File: config.mk
export PLATFORM = sky130hd
export DESIGN_NAME = fftr_max
export DESIGN_NICKNAME = d
export VERILOG_FILES = /design/src/hdl/fftr_pkg.sv /design/src/hdl/fftr_max.sv
export SDC_FILE = /design/constraint.sdc
export NUM_CORES = 1
export LEC_CHECK = 0
export BUFFER_PORTS_ARGS = -buffer_cell sky130_fd_sc_hd__buf_2
export CORE_UTILIZATION = 32
export CTS_BUF_LIST = sky130_fd_sc_hd__clkbuf_4
export CTS_CLUSTER_DIAMETER = 30
export CTS_CLUSTER_SIZE = 40
export DETAILED_ROUTE_END_ITERATION = 10
export GPL_TIMING_DRIVEN = 0
export SETUP_SLACK_MARGIN = 0.2
export SLEW_MARGIN = 40
export SYNTH_ARGS = -nofsm -noshare
export SYNTH_HDL_FRONTEND = slang
export SYNTH_SLANG_ARGS = --single-unit
File: constraint.sdc
create_clock -name clk -period 3.4 [get_ports clk]
set_input_delay 0.17 -clock clk [delete_from_list [all_inputs] [get_ports clk]]
set_output_delay 0.17 -clock clk [all_outputs]
set_load 0.01 [all_outputs]
File: src/hdl/fftr_pkg.sv
`default_nettype none
package fftr_pkg;
    localparam int USERS      = 16;
    localparam int FEED_LEN   = 10;
    localparam int STAMP_BITS = 32;
    localparam int UW   = $clog2(USERS);
    localparam int SW   = $clog2(FEED_LEN + 1);
    localparam int PW   = (FEED_LEN > 1) ? $clog2(FEED_LEN) : 1;
    localparam int DEPTH = USERS * FEED_LEN;
    localparam int AW   = $clog2(DEPTH);
    localparam int IDW  = 31;

    localparam logic [1:0] OP_POST     = 2'd0;
    localparam logic [1:0] OP_QUERY    = 2'd1;
    localparam logic [1:0] OP_FOLLOW   = 2'd2;
    localparam logic [1:0] OP_UNFOLLOW = 2'd3;

    localparam logic [STAMP_BITS-1:0] STAMP_MAX = {STAMP_BITS{1'b1}};

    typedef struct packed {
        logic             found;
        logic [IDW-1:0]   id;
    } pick_t;
endpackage
`default_nettype wire

File: src/hdl/fftr_max.sv
`default_nettype none
// Shared compare unit: running maximum of stamps, below a bound when bounded is set.
module fftr_max (
    input  wire logic                             clk,
    input  wire logic                             rst_n,
    input  wire logic                             clear,
    input  wire logic                             en,
    input  wire logic [fftr_pkg::STAMP_BITS-1:0] stamp,
    input  wire logic [fftr_pkg::IDW-1:0]        id,
    input  wire logic                             bounded,
    input  wire logic [fftr_pkg::STAMP_BITS-1:0] bound,
    output fftr_pkg::pick_t                       pick,
    output logic [fftr_pkg::STAMP_BITS-1:0]      best
);
    logic                             found_reg;
    logic [fftr_pkg::STAMP_BITS-1:0] best_reg;
    logic [fftr_pkg::IDW-1:0]        id_reg;
    logic                             take;

    assign take = en && !(bounded && stamp >= bound) && (!found_reg || stamp > best_reg);

    always_ff @(posedge clk or negedge rst_n)
    begin
        if (!rst_n)
        begin
            found_reg <= 1'b0;
        end
        else if (clear)
        begin
            found_reg <= 1'b0;
        end
        else if (take)
        begin
            found_reg <= 1'b1;
        end
    end

    always_ff @(posedge clk)
    begin
        if (take && !clear)
        begin
            best_reg <= stamp;
            id_reg   <= id;
        end
    end

    assign pick.found = found_reg;
    assign pick.id    = id_reg;
    assign best       = best_reg;
endmodule
`default_nettype wire

==> Flow_metrics.wiki, run 1 <==
{| class="wikitable"
! Metric !! Value
|-
| Die boundary width || ~110 um
|-
| Result of the run || completed
|-
| Multiplexer area fraction after synthesis || 0%
|-
| Synthesized-area fraction occupied by xor and xnor cells || 0%
|-
| Static leakage || about 2.6 nW
|-
| Worst min path class || input port to async pin
|-
| Count of H-tree levels built during CTS || 3
|-
| Quantity of I/O buffers inserted on ports || ~160
|-
| Post-synthesis adder-cell area fraction || between 20 and 25%
|-
| Clock tree from TritonCTS || yes
|-
| Number of failing hold endpoints at the final stage || 0
|-
| Fraction of final layout cells with drive strength greater than 1 || between 30% and 40%
|-
| Placer's final routability congestion estimate || ~0.73
|-
| Congestion Overflow GR || 0
|-
| Maximum number of pins on one net before global-route repair || 36
|-
| Overall Global Routing Usage || 16.7%
|-
| Worst slew slack as a fraction of its limit || 52.2%
|-
| Number of iterations in the first detailed-routing pass || 4
|-
| Total number of yosys warnings || 0
|-
| Cell area after synthesis || about 3600 um2
|-
| Number of violations reported at the end of detailed-routing iteration 0 || 84
|-
| Vias per cell || between 4 and 5
|-
| Share of synthesized area occupied by flip-flops and latches || about 54%
|-
| Mean post-synth cell area || between 10 and 15 um2
|-
| Setup crit start kind || input port
|-
| Number of sinks handled by clock tree synthesis || 64
|-
| Max FFs per register || 32
|-
| Number of nets still failing antenna checks after routing || 0
|-
| I/O pins || about 160
|-
| Antenna violations before repair || 3
|-
| Transition time at the pin with the least slew margin || around 0.7 ns
|-
| Required time of the critical path || around 3.5 ns
|-
| Delay of the slowest cell on the worst path || approximately 0.64 ns
|-
| Number of placement rows || 38
|-
| Worst supply voltage drop on vdd || between 0.00015 and 0.0002 V
|-
| Total Power Consumption || 0.00185 W
|-
| Sort of element at the end of the critical path || flip-flop
|-
| Area of the die || about 12000 um2
|-
| DRC violation count after routing || 0
|-
| Number of CTS-inserted buffers || 9
|-
| Cells along the critical path || dlygate4sd3_1 > buf_2 > ha_1 > a21o_1 > nand3_1 > a2111oi_0 > nor4bb_1 > o21ai_0 > o211a_4 > buf_12
|-
| Largest family of logic cells by synthesized area || adder cells
|-
| Detailed placement HPWL || 7010 um
|-
| Clk Tree Root Cell || sky130_fd_sc_hd__clkbuf_4
|-
| Power density normalized to cell area || about 340 nW/um2
|-
| Worst-case register-to-register setup slack || approximately 0.50 ns
|-
| Unrepaired setup endpoints after global routing || false
|-
| Starting Density || 32.9%
|-
| Area delta synth->final || 50.2%
|-
| Peak fanout along the critical path || 35
|-
| Cell with the largest stage delay on the worst path || sky130_fd_sc_hd__a2111oi_0
|-
| Detailed-route via count || ~3100
|-
| Startpoint of the worst-slack reg-to-reg timing path || best[17]
|-
| Final core utilization || 49.3%
|-
| First-pass GRT wire length || approximately 15000 um
|-
| Fin. max-slew vios || 0
|-
| Post-cts gate resize count || 0
|-
| Clock-pin slew of the registers on the worst-case setup and hold paths || approximately 0.11 ns
|-
| Clk_lat worst skew || ~0.43 ns
|-
| Worst reg2reg path endpoint || id_reg[7]
|-
| Number of nets produced by synthesis || about 460
|-
| #FFs+latches synth || 64
|-
| Worst-case clock buffer depth || 2
|-
| Area fraction in and, or, nand and nor cells after synthesis || 7.35%
|-
| Critical Setup Path Class || input port to flip-flop
|-
| Maximum clock rate || between 300 and 400 MHz
|-
| Setup violators final || 0
|-
| Maxcap violations || 0
|-
| Vias in the first global route || ~3200
|-
| Portion of the clock cycle consumed by the worst path in the final layout || roughly 87%
|-
| Worst setup path start || stamp[17]
|-
| Final critical path time including I/O delays and setup || slightly below 3 ns
|-
| Worst r2r path cells || 9
|-
| Clock Skews || 0.0262 ns
|-
| Overall routed net length || roughly 9600 um
|-
| Number of unique standard cell types used by synthesis || 32
|-
| Critical path data arrival time || roughly 3.1 ns
|-
| Chip height || between 100 and 150 um
|-
| Avg WL per Cell || ~14 um
|-
| Destination of the critical timing path || id_reg[7]
|-
| Synthesized-area fraction occupied by ao, oa, aoi and oai cells || 9.55%
|-
| Post-Syn Instances || 295
|-
| Core ar. || 10900 um2
|-
| Total Nets Final || 699
|}
worst min-delay path by stage:
stage,startpoint,end,slack [ns],cells past startpoint
after floorplan,rst_n,found_reg,-0.13,0
after global placement,rst_n,found_reg,-0.05,1
after detailed placement,rst_n,found_reg,-0.05,1
after CTS,rst_n,found_reg,0.01,2
after global routing,rst_n,found_reg,0.05,2
final,rst_n,found_reg,0.06,2
timing repair:
action                                 in CTS  in global routing
hold buffers                               64                  0
endpoints found under the hold margin      64                  0
setup endpoints to repair                   0                 35
buffers inserted                            0                  0
cell usage in the layout, fill, tap and decap left out, types with 4 or more instances in the layout:
| cell type | synthesis | layout |
|---|---|---|
| sky130_fd_sc_hd__buf_2 | 0 | 163 |
| sky130_fd_sc_hd__inv_1 | 66 | 66 |
| sky130_fd_sc_hd__ha_1 | 64 | 64 |
| sky130_fd_sc_hd__dlygate4sd3_1 | 0 | 64 |
| sky130_fd_sc_hd__edfxtp_1 | 63 | 63 |
| sky130_fd_sc_hd__a21oi_1 | 25 | 25 |
| sky130_fd_sc_hd__nand4_1 | 11 | 11 |
| sky130_fd_sc_hd__nand2_1 | 11 | 11 |
| sky130_fd_sc_hd__nand3_1 | 10 | 10 |
| sky130_fd_sc_hd__clkbuf_4 | 0 | 9 |
| sky130_fd_sc_hd__o21ai_0 | 8 | 8 |
| sky130_fd_sc_hd__a21o_1 | 6 | 6 |
| sky130_fd_sc_hd__nor2_1 | 5 | 5 |
| sky130_fd_sc_hd__clkinvlp_4 | 0 | 4 |
cells by family after synthesis:
family | count (synthesis)
AND/OR/NAND/NOR | 48
AO/OA/AOI/OAI | 52
adder cells (fa/ha/maj) | 64
buffers and inverters | 67
flip-flops | 64
synth_stat cells, drive strengths merged:
library cell  count  area [um2]
ha               64         801
a21o              7        53.8
o21a              1        7.51
dfrtp             1        25.0
nor2b             1        6.26
nand2b            1        13.8
or4               2        15.0
a22oi             1        7.51
nor4bb            1        10.0
edfxtp           63        1890
nor2              5        18.8
nand3            10        50.1
a21oi            25         125
or3               1        6.26
o211a             1        10.0
o32ai             1        8.76
a21boi            1        7.51
and4              1        8.76
a221oi            1        8.76
nand2            11        41.3
nor4              2        12.5
buf               1        7.51
a31oi             1        12.5
inv              66         248
nand4            11        68.8
a2111oi           3        45.1
a211oi            2        15.0
or2               1        6.26
nor3              1        5.00
o21ai             8        40.0
stage by stage:
step | cell area, um2 | hold slack (ns) | worst slack, ns | TNS [ns] | cells
floorplan | 3580 | -0.126 | 0.356 | 0 | 295
global placement | 4570 | -0.0525 | -0.371 | -23.03 | 598
detailed placement | 4600 | -0.0517 | 0.291 | 0 | 599
CTS | 5360 | 0.0120 | 0.364 | 0 | 679
global route | 5370 | 0.0462 | 0.273 | 0 | 681
finish | 5370 | 0.0606 | 0.453 | 0 | 681
routing by layer:
| metal | global-route usage, % | wire [um] |
|---|---|---|
| met2 | 28.0 | 4530 |
| met4 | 9.00 | 206 |
| met5 | 0 | 10 |
| met3 | 3.75 | 641 |
| met1 | 19.7 | 4230 |
report_power, final:
group / total, W / switching (W) / internal [W]
logic: 0.000424 / 0.000214 / 0.000210
clock network: 0.000475 / 0.000321 / 0.000154
registers: 0.000951 / 0.0000193 / 0.000932
cell type report:
type | instances | area (um2)
well taps | 140 | 175
plain buffers | 1 | 7.51
diodes | 1 | 2.50
inverters | 66 | 248
repair buffers | 228 | 1480
fillers | 998 | 5520
clock buffers | 9 | 67.6
flip-flops and latches | 64 | 1920
multi-input cells | 165 | 1420
clock inverters | 7 | 56.3
worst max-delay path, delay by kind of cell:
family	cells	cell delay, ns
buf+inv	3	0.96
compound gates	4	1.39
fa+ha+maj	1	0.30
simple gates	2	0.20
(Power assumes the default switching activity.)
==> inputs of run 2 (changes only) <==
==> constraint.sdc (replaced) <==
create_clock -name clk -period 3.79 [get_ports clk]
set_input_delay 0.1895 -clock clk [delete_from_list [all_inputs] [get_ports clk]]
set_output_delay 0.1895 -clock clk [all_outputs]
set_load 0.01 [all_outputs]
==> Flow_metrics.wiki, run 2 (same netlist as run 1, synthesis figures left out) <==
{| class="wikitable"
! Metric !! Value
|-
| Maximum number of pins on one net before global-route repair || 41 (+14%)
|-
| Setup crit start kind || input port
|-
| Overall Global Routing Usage || 15.9% (-0.80 points)
|-
| Vias per cell || 4.47 (-2.8%)
|-
| Number of CTS-inserted buffers || 9 (unchanged)
|-
| Die boundary width || 108 um (unchanged)
|-
| Worst Hold Margin || 0.0624 ns (+0.00183 ns)
|-
| Count of placed standard cells in the final layout, fillers left out || 679 (-0.29%)
|-
| Unrepaired setup endpoints after global routing || false
|-
| Max FFs per register || 32 (unchanged)
|-
| Number of sinks handled by clock tree synthesis || 64 (unchanged)
|-
| Transition time at the pin with the least slew margin || 0.772 ns (+0.0727 ns)
|-
| Area of the die || 11600 um2 (unchanged)
|-
| Number of nets still failing antenna checks after routing || 0 (unchanged)
|-
| Peak fanout along the critical path || 40 (+14%)
|-
| # placed instances || 599 (unchanged)
|-
| Avg WL per Cell || 13.2 um (-6.1%)
|-
| Area delta synth->final || 50.2% (about the same)
|-
| Overall routed net length || 9000 um (-6.4%)
|-
| Number of inserted diodes || 0 (-1)
|-
| Setup_tns || 0 ns (unchanged)
|-
| Clock-pin slew of the registers on the worst-case setup and hold paths || 0.11 ns (about the same)
|-
| Static leakage || 2.63 nW (+0.53%)
|-
| Cts hold-fix bufs || 64 (unchanged)
|-
| Maxcap violations || 0 (unchanged)
|-
| Power density normalized to cell area || 317 nW/um2 (-8.0%)
|-
| Most frequent cells in the layout || 163 x sky130_fd_sc_hd__buf_2, 66 x sky130_fd_sc_hd__inv_1, 64 x sky130_fd_sc_hd__ha_1, 64 x sky130_fd_sc_hd__dlygate4sd3_1, 63 x sky130_fd_sc_hd__edfxtp_1
|-
| Worst slew slack as a fraction of its limit || 47.2% (-5.0 points)
|-
| Detailed-route via count || 3038 (-3.1%)
|-
| Post-cts gate resize count || 0 (unchanged)
|-
| Cells along the critical path || dlygate4sd3_1 > buf_2 > inv_1 > ha_1 > nand2b_4 > a2111oi_4 > o32ai_1 > or4_1 > a31oi_2 > o211a_4 > buf_12
|-
| Worst min path class || input port to async pin
|-
| Clk Tree Root Cell || sky130_fd_sc_hd__clkbuf_4
|-
| Chip height || 108 um (unchanged)
|-
| Worst setup slack after placement || 0.686 ns (+0.395 ns)
|-
| Cell with the largest stage delay on the worst path || sky130_fd_sc_hd__dlygate4sd3_1
|-
| Kind of cell with the highest combined delay on the critical path || compound AO/OA/AOI/OAI gates
|-
| Buf/Inv on CP || 4 (+1)
|-
| # Post-CTS Setup Buffers || 0 (unchanged)
|-
| Critical path data arrival time || 3.26 ns (+0.20 ns)
|-
| Starting Density || 32.9% (unchanged)
|-
| Total Nets Final || 698 (-0.14%)
|-
| Clock Skews || 0.0235 ns (-0.00269 ns)
|-
| Congestion Overflow GR || 0 (unchanged)
|-
| Delay of the slowest cell on the worst path || 0.52 ns (-0.12 ns)
|-
| Vias in the first global route || 3080 (-4.0%)
|-
| Antenna violations before repair || 0 (-3)
|-
| Number of failing hold endpoints at the final stage || 0 (unchanged)
|-
| I/O pins || 164 (unchanged)
|-
| Result of the run || completed
|-
| Quantity of I/O buffers inserted on ports || 163 (unchanged)
|-
| DRC violation count after routing || 0 (unchanged)
|-
| Fraction of final layout cells with drive strength greater than 1 || 34.7% (-0.12 points)
|-
| Required time of the critical path || 3.90 ns (+0.39 ns)
|-
| First-pass GRT wire length || 14000 um (-4.5%)
|-
| Number of placement rows || 38 (unchanged)
|-
| Core ar. || 10900 um2 (unchanged)
|-
| Number of violations reported at the end of detailed-routing iteration 0 || 72 (-14%)
|-
| Clock tree from TritonCTS || yes
|-
| Worst-case clock buffer depth || 2 (unchanged)
|-
| Detailed placement HPWL || 6860 um (-2.2%)
|-
| Worst setup margin || 0.643 ns (+0.190 ns)
|-
| Fillers || 984 (-1.4%)
|-
| Portion of the clock cycle consumed by the worst path in the final layout || between 80% and 90%
|-
| Fin. max-slew vios || 0 (unchanged)
|-
| Count of H-tree levels built during CTS || 3 (unchanged)
|-
| Sort of element at the end of the critical path || flip-flop
|-
| Worst supply voltage drop on vdd || 0.000136 V (-24%)
|-
| Placer's final routability congestion estimate || 0.778 (+6.6%)
|-
| Setup violators final || 0 (unchanged)
|-
| Maximum clock rate || roughly 320 MHz
|-
| Number of iterations in the first detailed-routing pass || 4 (unchanged)
|-
| Clk_lat worst skew || 0.43 ns (about the same)
|-
| Critical Setup Path Class || input port to flip-flop
|-
| Final critical path time including I/O delays and setup || about 3.1 ns
|-
| Most common cell after layout, fill and taps aside || sky130_fd_sc_hd__buf_2
|}
-- run 2: changes by cell type in the layout (fill, tap and decap cells not counted), sizes merged --
cell	change
clkinvlp	-2
bufinv	+1
clkbuf	+1
clkinv	+1
diode	-1
inv	-1
o211a	-1
-- run 2: cell type report --
type | instances | area, um2 | share of cell area (%)
buffer | 1 | 7.51 | 0.140
clock buffer | 10 | 75.1 | 1.40
clock inverter | 6 | 60.1 | 1.12
inverter | 66 | 248 | 4.61
multi-input combinational | 164 | 1410 | 26.3
sequential | 64 | 1920 | 35.7
tap | 140 | 175 | 3.26
timing repair buffer | 228 | 1480 | 27.5
-- run 2: worst paths after layout --
path / depth (start not counted) / slack, ns / start / endpoint
min in group clk: 3 / 0.09 / clear / found_reg
max reg2reg: 8 / 0.84 / best[26] / id_reg[3]
min reg2reg: 1 / 0.60 / found_reg / found_reg
min: 2 / 0.06 / rst_n / found_reg
max in group asynchronous: 2 / 3.64 / rst_n / found_reg
max: 11 / 0.64 / stamp[0] / id_reg[3]
-- run 2: routing by layer --
layer	wire, um	vias up	GRT usage, %
li1	-	1546	-
met1	4130	1379	19.5
met2	4190	99	26.5
met3	504	14	3.15
met4	173	0	7.73
met5	0	-	0
-- run 2: metrics by stage --
step | total power, W | area (um2) | util, %
6_report | 0.00170 | 5370 | 49.3
5_1_grt | 0.00180 | 5370 | 49.3
4_1_cts | 0.00173 | 5370 | 49.3
3_5_place_dp | 0.00120 | 4600 | 42.2
3_3_place_gp | 0.00118 | 4570 | 42.0
2_1_floorplan | 0.00104 | 3580 | -
-- run 2: power by group --
group | switching, W | total, W | leakage, nW | internal, W
logic | 0.000185 | 0.000372 | 1.96 | 0.000187
clock network | 0.000271 | 0.000476 | 0.0722 | 0.000205
registers | 0.0000174 | 0.000854 | 0.598 | 0.000836
total | 0.000474 | 0.00170 | 2.63 | 0.00123
